--- config.mk ---
export PLATFORM = sky130hd
export DESIGN_NAME = tilt_moving_average_level_top
export DESIGN_NICKNAME = d
export VERILOG_FILES = /design/src/rtl/core/tma_pkg.sv /design/src/rtl/core/tma_lane.sv /design/src/rtl/core/tma_merge.sv /design/src/rtl/core/tilt_moving_average_level_top.sv
export VERILOG_INCLUDE_DIRS = /design/src /design/src/rtl/core
export SDC_FILE = /design/constraint.sdc
export NUM_CORES = 1
export LEC_CHECK = 0
export ABC_AREA = 1
export BUFFER_PORTS_ARGS = -buffer_cell sky130_fd_sc_hd__buf_2
export CORE_MARGIN = 4
export CORE_UTILIZATION = 50
export CTS_CLUSTER_SIZE = 20
export DETAILED_ROUTE_END_ITERATION = 10
export GPL_TIMING_DRIVEN = 0
export MAX_ROUTING_LAYER = met4
export PLACE_DENSITY = 0.68
export SLEW_MARGIN = 20
export SYNTH_ARGS = -nofsm -noshare
export SYNTH_HDL_FRONTEND = slang
export SYNTH_SLANG_ARGS = --single-unit
export TNS_END_PERCENT = 1
--- constraint.sdc ---
create_clock -name aclk -period 3.85 [get_ports aclk]
set_input_delay 0.77 -clock aclk [delete_from_list [all_inputs] [get_ports aclk]]
set_output_delay 0.77 -clock aclk [all_outputs]
set_load 0.01 [all_outputs]
--- src/rtl/core/tilt_moving_average_level_top_defines.svh ---
// Assertion macros for the tilt moving average level block
`ifndef TILT_MOVING_AVERAGE_LEVEL_TOP_DEFINES_SVH
`define TILT_MOVING_AVERAGE_LEVEL_TOP_DEFINES_SVH

// same-cycle implication, checked out of reset
`define TMA_ASSERT_NOW(label, ante, cons) \
    label: assert property (@(posedge aclk) disable iff (!aresetn) (ante) |-> (cons)) \
        else $error("tma assertion failed");

// next-cycle implication, checked out of reset
`define TMA_ASSERT_NEXT(label, ante, cons) \
    label: assert property (@(posedge aclk) disable iff (!aresetn) (ante) |=> (cons)) \
        else $error("tma assertion failed");

`endif

--- src/rtl/core/tma_pkg.sv ---
// Shared constants, types and register codes for the tilt moving average level block
package tma_pkg;

    localparam int WindowLength = 10;

    localparam int SAMPLE_W = 8;
    localparam int LEVEL_W  = 8;
    localparam int CFG_W    = 8;
    localparam int CFG_IDX_W = 1;

    localparam int POS_W  = (WindowLength > 1) ? $clog2(WindowLength) : 1;
    localparam int SUM_W  = $clog2(255 * WindowLength + 1);
    localparam int DIV_L  = $clog2(WindowLength);
    localparam int SHIFT  = SUM_W + DIV_L;
    localparam int RECIP_W = SUM_W + 2;
    localparam int PROD_W = SUM_W + RECIP_W;
    localparam int unsigned RECIP = ((1 << SHIFT) + WindowLength - 1) / WindowLength;

    localparam logic [CFG_IDX_W-1:0] REG_CENTER_OFFSET = 1'd0;
    localparam logic [CFG_IDX_W-1:0] REG_LEVEL_LIMIT   = 1'd1;

    localparam logic [CFG_W-1:0] CENTER_RESET = 8'd130;
    localparam logic [CFG_W-1:0] LIMIT_RESET  = 8'd50;

    typedef struct packed {
        logic load;
        logic advance;
    } lane_ctl_t;

endpackage

--- src/rtl/core/tma_lane.sv ---
// One axis lane: sample window, running sum and window mean
module tma_lane (
    input  logic                             aclk,
    input  logic                             aresetn,
    input  tma_pkg::lane_ctl_t               ctl,
    input  logic [tma_pkg::POS_W-1:0]        write_pos,
    input  logic [tma_pkg::SAMPLE_W-1:0]     sample,
    output logic [tma_pkg::SAMPLE_W-1:0]     mean
);

    logic [tma_pkg::SAMPLE_W-1:0] window_reg [tma_pkg::WindowLength];
    logic [tma_pkg::SUM_W-1:0]    sum_reg;
    logic [tma_pkg::SUM_W-1:0]    sum_next;
    logic [tma_pkg::PROD_W-1:0]   prod;
    logic [tma_pkg::SAMPLE_W-1:0] mean_reg;

    assign sum_next = sum_reg - tma_pkg::SUM_W'(window_reg[write_pos])
                    + tma_pkg::SUM_W'(sample);

    always_ff @(posedge aclk) begin
        if (!aresetn) begin
            for (int i = 0; i < tma_pkg::WindowLength; i++) begin
                window_reg[i] <= '0;
            end
            sum_reg <= '0;
        end else if (ctl.load) begin
            window_reg[write_pos] <= sample;
            sum_reg               <= sum_next;
        end
    end

    // divide by window length: reciprocal multiply, exact over the sum range
    assign prod = tma_pkg::PROD_W'(sum_reg) * tma_pkg::PROD_W'(tma_pkg::RECIP);

    always_ff @(posedge aclk) begin
        if (ctl.advance) begin
            mean_reg <= prod[tma_pkg::SHIFT +: tma_pkg::SAMPLE_W];
        end
    end

    assign mean = mean_reg;

endmodule

--- src/rtl/core/tma_merge.sv ---
// Merging stage: centre, rectify and clamp both lane means into the result register
module tma_merge (
    input  logic                          aclk,
    input  logic                          load,
    input  logic [tma_pkg::SAMPLE_W-1:0]  x_mean,
    input  logic [tma_pkg::SAMPLE_W-1:0]  y_mean,
    input  logic [tma_pkg::CFG_W-1:0]     center,
    input  logic [tma_pkg::CFG_W-1:0]     limit,
    output logic [tma_pkg::LEVEL_W-1:0]   x_level,
    output logic [tma_pkg::LEVEL_W-1:0]   y_level
);

    logic [tma_pkg::LEVEL_W-1:0] x_dev, y_dev;
    logic [tma_pkg::LEVEL_W-1:0] x_level_next, y_level_next;
    logic [tma_pkg::LEVEL_W-1:0] x_level_reg, y_level_reg;

    always_comb begin
        x_dev = (x_mean >= center) ? (x_mean - center) : (center - x_mean);
        y_dev = (y_mean >= center) ? (y_mean - center) : (center - y_mean);
        x_level_next = (x_dev > limit) ? limit : x_dev;
        y_level_next = (y_dev > limit) ? limit : y_dev;
    end

    always_ff @(posedge aclk) begin
        if (load) begin
            x_level_reg <= x_level_next;
            y_level_reg <= y_level_next;
        end
    end

    assign x_level = x_level_reg;
    assign y_level = y_level_reg;

endmodule

--- src/rtl/core/tilt_moving_average_level_top.sv ---
// Tilt moving average level: two-axis boxcar mean, centred, rectified and clamped
//
// Input channel s_*: one X/Y sample pair per transaction (s_valid/s_ready).
// Result channel m_*: one X/Y level pair per input transaction (m_valid/m_ready).
// Config port: cfg_wr_en writes cfg_wr_data[7:0] to register cfg_index at the
// clock edge (0 = centre offset, 1 = level limit); write only while idle.
// Pipeline: lane update (window and running sum), lane mean by reciprocal
// multiply, then centre/clamp into the output register.
// m_valid rises once the transaction has passed the lane, mean and output registers
// in turn. Throughput: one transaction per cycle while m_ready holds high, set by
// the three-stage pipeline with both axis lanes working in parallel.
// A stalled receiver holds the result; stages behind it keep filling and
// s_ready drops only once every stage holds a transaction.
// Reset (aresetn low, synchronous) clears both windows, the running sums, the
// write position and the pipeline, and loads offset 130 and limit 50. No
// clearing pass is needed; s_ready is high in the first cycle after reset.
`include "tilt_moving_average_level_top_defines.svh"

module tilt_moving_average_level_top (
    input  logic                            aclk,
    input  logic                            aresetn,
    input  logic                            s_valid,
    output logic                            s_ready,
    input  logic [tma_pkg::SAMPLE_W-1:0]    s_x_sample,
    input  logic [tma_pkg::SAMPLE_W-1:0]    s_y_sample,
    output logic                            m_valid,
    input  logic                            m_ready,
    output logic [tma_pkg::LEVEL_W-1:0]     m_x_level,
    output logic [tma_pkg::LEVEL_W-1:0]     m_y_level,
    input  logic                            cfg_wr_en,
    input  logic [tma_pkg::CFG_IDX_W-1:0]   cfg_index,
    input  logic [tma_pkg::CFG_W-1:0]       cfg_wr_data
);

    localparam logic [tma_pkg::POS_W-1:0] LAST_POS = tma_pkg::POS_W'(tma_pkg::WindowLength - 1);

    logic [tma_pkg::CFG_W-1:0] center_reg, limit_reg;
    logic [tma_pkg::POS_W-1:0] pos_reg, pos_next;
    logic                      v1_reg, v2_reg, out_valid_reg;
    logic                      en1, en2, en3, accept;
    tma_pkg::lane_ctl_t        ctl;
    logic [tma_pkg::SAMPLE_W-1:0] x_mean, y_mean;

    // config registers
    always_ff @(posedge aclk) begin
        if (!aresetn) begin
            center_reg <= tma_pkg::CENTER_RESET;
            limit_reg  <= tma_pkg::LIMIT_RESET;
        end else if (cfg_wr_en) begin
            case (cfg_index)
                tma_pkg::REG_CENTER_OFFSET: center_reg <= cfg_wr_data;
                tma_pkg::REG_LEVEL_LIMIT:   limit_reg  <= cfg_wr_data;
                default: ;
            endcase
        end
    end

    // stall chain
    assign en3    = !out_valid_reg || m_ready;
    assign en2    = !v2_reg || en3;
    assign en1    = !v1_reg || en2;
    assign accept = s_valid && en1;

    assign ctl.load    = accept;
    assign ctl.advance = en2 && v1_reg;

    assign pos_next = (pos_reg == LAST_POS) ? '0 : pos_reg + 1'b1;

    always_ff @(posedge aclk) begin
        if (!aresetn) begin
            pos_reg       <= '0;
            v1_reg        <= 1'b0;
            v2_reg        <= 1'b0;
            out_valid_reg <= 1'b0;
        end else begin
            if (accept) begin
                pos_reg <= pos_next;
            end
            if (en1) begin
                v1_reg <= accept;
            end
            if (en2) begin
                v2_reg <= v1_reg;
            end
            if (en3) begin
                out_valid_reg <= v2_reg;
            end
        end
    end

    tma_lane u_lane_x (
        .aclk      (aclk),
        .aresetn   (aresetn),
        .ctl       (ctl),
        .write_pos (pos_reg),
        .sample    (s_x_sample),
        .mean      (x_mean)
    );

    tma_lane u_lane_y (
        .aclk      (aclk),
        .aresetn   (aresetn),
        .ctl       (ctl),
        .write_pos (pos_reg),
        .sample    (s_y_sample),
        .mean      (y_mean)
    );

    tma_merge u_merge (
        .aclk    (aclk),
        .load    (en3 && v2_reg),
        .x_mean  (x_mean),
        .y_mean  (y_mean),
        .center  (center_reg),
        .limit   (limit_reg),
        .x_level (m_x_level),
        .y_level (m_y_level)
    );

    assign s_ready = en1;
    assign m_valid = out_valid_reg;

    `TMA_ASSERT_NOW(a_pos_in_window, 1'b1, pos_reg <= LAST_POS)
    `TMA_ASSERT_NOW(a_ready_when_s1_empty, !v1_reg, s_ready)
    `TMA_ASSERT_NEXT(a_accept_fills_s1, accept, v1_reg)
    `TMA_ASSERT_NEXT(a_s2_drains_to_out, v2_reg && en3, m_valid)
    `TMA_ASSERT_NEXT(a_pos_steps, accept && pos_reg != LAST_POS, pos_reg == $past(pos_reg) + 1'b1)

endmodule

==> out/qor.csv <==
stage,metric,value,unit
sta,holdWs,492,ps
cts,clkTransAtPathRegs,60,ps
sta,clock_skew,31.3,ps
worst_setup_path,critical_path_class,flop to flop,
route,drtIter0Drc,1974,
run_status,violations,setup timing,
cts,clock-root-buffer,clkbuf_16,
cells_and_area,fin_nets,2923,
sta,fmax,248,MHz
sta,setup_viol,18,
route,dr_total_vias,17597,
cts,cts.sinks,339,
cells_and_area,area_growth,13.4,%
sta,max_slew_margin,40.0,%
place,finalWeightedCongestion,0.919,
cts,h-tree-depth,2,
floorplanning,die_width,222,µm
route,drt_wl_total,62700,µm
grt,gr-total-overflow,0,
route,drt.antenna.violating_nets,0,
worst_setup_path,timing.rr.start,u_lane_y.sum_reg[2],
synthesis,synth_common_cells,"486 x inv_1, 362 x nand2_1, 288 x edfxtp_1, 236 x ha_1, 219 x nor2_1",
worst_setup_path,reg2reg_to,u_lane_y.mean[3],
synthesis,avgSynthCellArea,9.30,µm²
synthesis,synthTopCellsByArea,"edfxtp_1 38%, ha_1 13%, fa_1 8.2%",
synthesis,yosys.area.top_type,edfxtp_1,
sta,min_period_over_period,105,%
sta,finalCriticalPeriod,4030,ps
sta,fin_setup_tns,-1560,ps
sta,rsz0062_at_grt,true,
route,drc,0,
place,placed_cell_area,24100,µm²
cells_and_area,fill_cells,3912,
synthesis,post-synth-top-count-cell,inv_1,
synthesis,ys_seq_area_share,42.4,%
cells_and_area,multiInputGateArea,11500,µm²
floorplanning,die-area,49100,µm²
sta,tightest_slew,898,ps
hold_path,hold_path.class,primary input to flop,
cts,cts_tree,done,
floorplanning,io_pins,48,
synthesis,synth_ff_type,edfxtp_1,
synthesis,synth_area,22800,µm²
grt,grt_pass1_vias,17324,
worst_setup_path,crit_arrival,4300,ps
worst_setup_path,rr_worst_depth,15,
worst_setup_path,required,4120,ps
flow_run,drv_cap,0,
synthesis,netlist_instances,2456,
route,wl_per_cell,19.6,µm
cts,numCtsBuffers,37,
hold_path,min_delay_path_depth,3,
grt,grt_start_max_net_pins,17,
synthesis,yosys_register_bits,339,
worst_setup_path,cp-end-kind,flop,
hold_path,hold_path_end,limit_reg[5],
cells_and_area,regArea,9750,µm²
synthesis,post_synth_num_cell_types,38,
grt,antenna_found_initial,0,
hold_path,hold_start,cfg_wr_data[5],
run_status,status,"complete, but fails checks",
floorplanning,num_rows,78,
worst_setup_path,r2r_slack,-180,ps
synthesis,async_reset_ff_share,0,%
sta,fin_ws,-180,ps
floorplanning,core,45300,µm²
synthesis,synth-edff-count,288,
cells_and_area,drive_gt1_share,11.1,%
synthesis,yosys_warnings,0,
sta,final-max-slew-violation-count,0,
place,port_buffers,47,
route,via_per_inst,5.51,
route,drt-pass1-iter-count,6,
worst_setup_path,path_max_fanout,6,
sta,finalHoldViolCount,0,
synthesis,netlist.area_leader.share,37.9,%
floorplanning,floorplan.initialDensity,50.4,%
worst_setup_path,start_kind,flop,
grt,grt_usage,25.8,%
cts,clock_latency,560,ps
synthesis,synthesis.nets,2816,
grt,grt_pass1_wl,97300,µm
cts,clockBufferDepth,3,
cells_and_area,design_area,25900,µm²
place,dpl.hpwl,47100,µm
floorplanning,fp.dieH,222,µm
cell usage in the layout (no fill, tap or decap), types with 26 or more instances in the layout:
master and instances:
mux2i_1 64, clkbuf_16 38, inv_1 474, clkbuf_1 35, nand3_1 86, edfxtp_1 288
ha_1 208, o21ai_0 153, fa_1 92, nor2_1 209, a21oi_1 153, ha_4 26
dfxtp_1 28, buf_2 70, nand2_1 348, o211ai_1 71
worst max-delay path, cell delays in order, from the launching register on:
cell and delay [ps]:
dfxtp_4 390, ha_4 280, inv_1 50, fa_1 490, inv_1 50, fa_1 450, fa_1 490, inv_1 50
fa_1 480, inv_1 60, ha_4 230, a21oi_2 190, nand2_1 120, a21oi_1 170, nand2_1 90, xor2_1 160
worst max path at each step:
stage,startpoint,to,slack (ps),cells after the start
finish,u_lane_y.sum_reg[2],u_lane_y.mean[3],-180,15
CTS,u_lane_y.sum_reg[3],u_lane_y.mean[4],-150,18
floorplan,u_lane_x.sum_reg[3],u_lane_x.mean[5],-60,17
detailed placement,u_lane_x.sum_reg[9],u_lane_x.mean[5],-430,15
global placement,m_ready,u_lane_x.window_reg[12][3],-1000,10
global route,u_lane_x.sum_reg[3],u_lane_x.mean[5],-340,17
timing repair:
| action | in CTS | in global routing |
|---|---|---|
| endpoints found under the setup margin | 27 | 50 |
| hold buffers | 0 | 0 |
| setup buffers | 12 | 2 |
| gates resized for setup | 86 | 34 |
| pin swaps | 19 | 9 |
area by class of cell:
type                            instances  share of cell area (%)
Clock buffer                           44                    3.84
Buffer                                 66                    1.27
Clock inverter                         24                    1.10
Multi-Input combinational cell       1562                    44.5
Timing Repair Buffer                   68                    1.65
Inverter                              489                    7.09
Sequential cell                       339                    37.6
Tap cell                              600                    2.90
Antenna cell                            1                 0.00966
routing by layer:
metal  vias to the layer above  global-route usage, %  routed length [µm]
li1                       8334                      -                   -
met2                       794                   41.0               28800
met4                         0                   8.24                2470
met5                         -                      -                   0
met3                       160                   4.20                5480
met1                      8309                   34.3               26000
stage by stage:
stage / worst slack (ps) / util [%] / cells
6_report: -180 / 57.2 / 3193
5_1_grt: -338 / 57.2 / 3192
4_1_cts: -147 / 57.0 / 3190
3_5_place_dp: -433 / 53.2 / 3110
3_3_place_gp: -999 / 52.9 / 3103
2_1_floorplan: -61.9 / - / 2456
logic make-up after synthesis:
group,count (synthesis),share of synthesized area [%]
buffers and inverters,555,9.37
XOR/XNOR,25,0.959
AO/OA/AOI/OAI,441,10.8
multiplexers,64,2.81
flip-flops,339,42.4
AND/OR/NAND/NOR,702,12.5
adder cells (fa/ha/maj),330,21.2
Power is left out: the tool's default activity adds up to more than one toggle a clock period on the data nets, which glitch-free logic cannot reach.
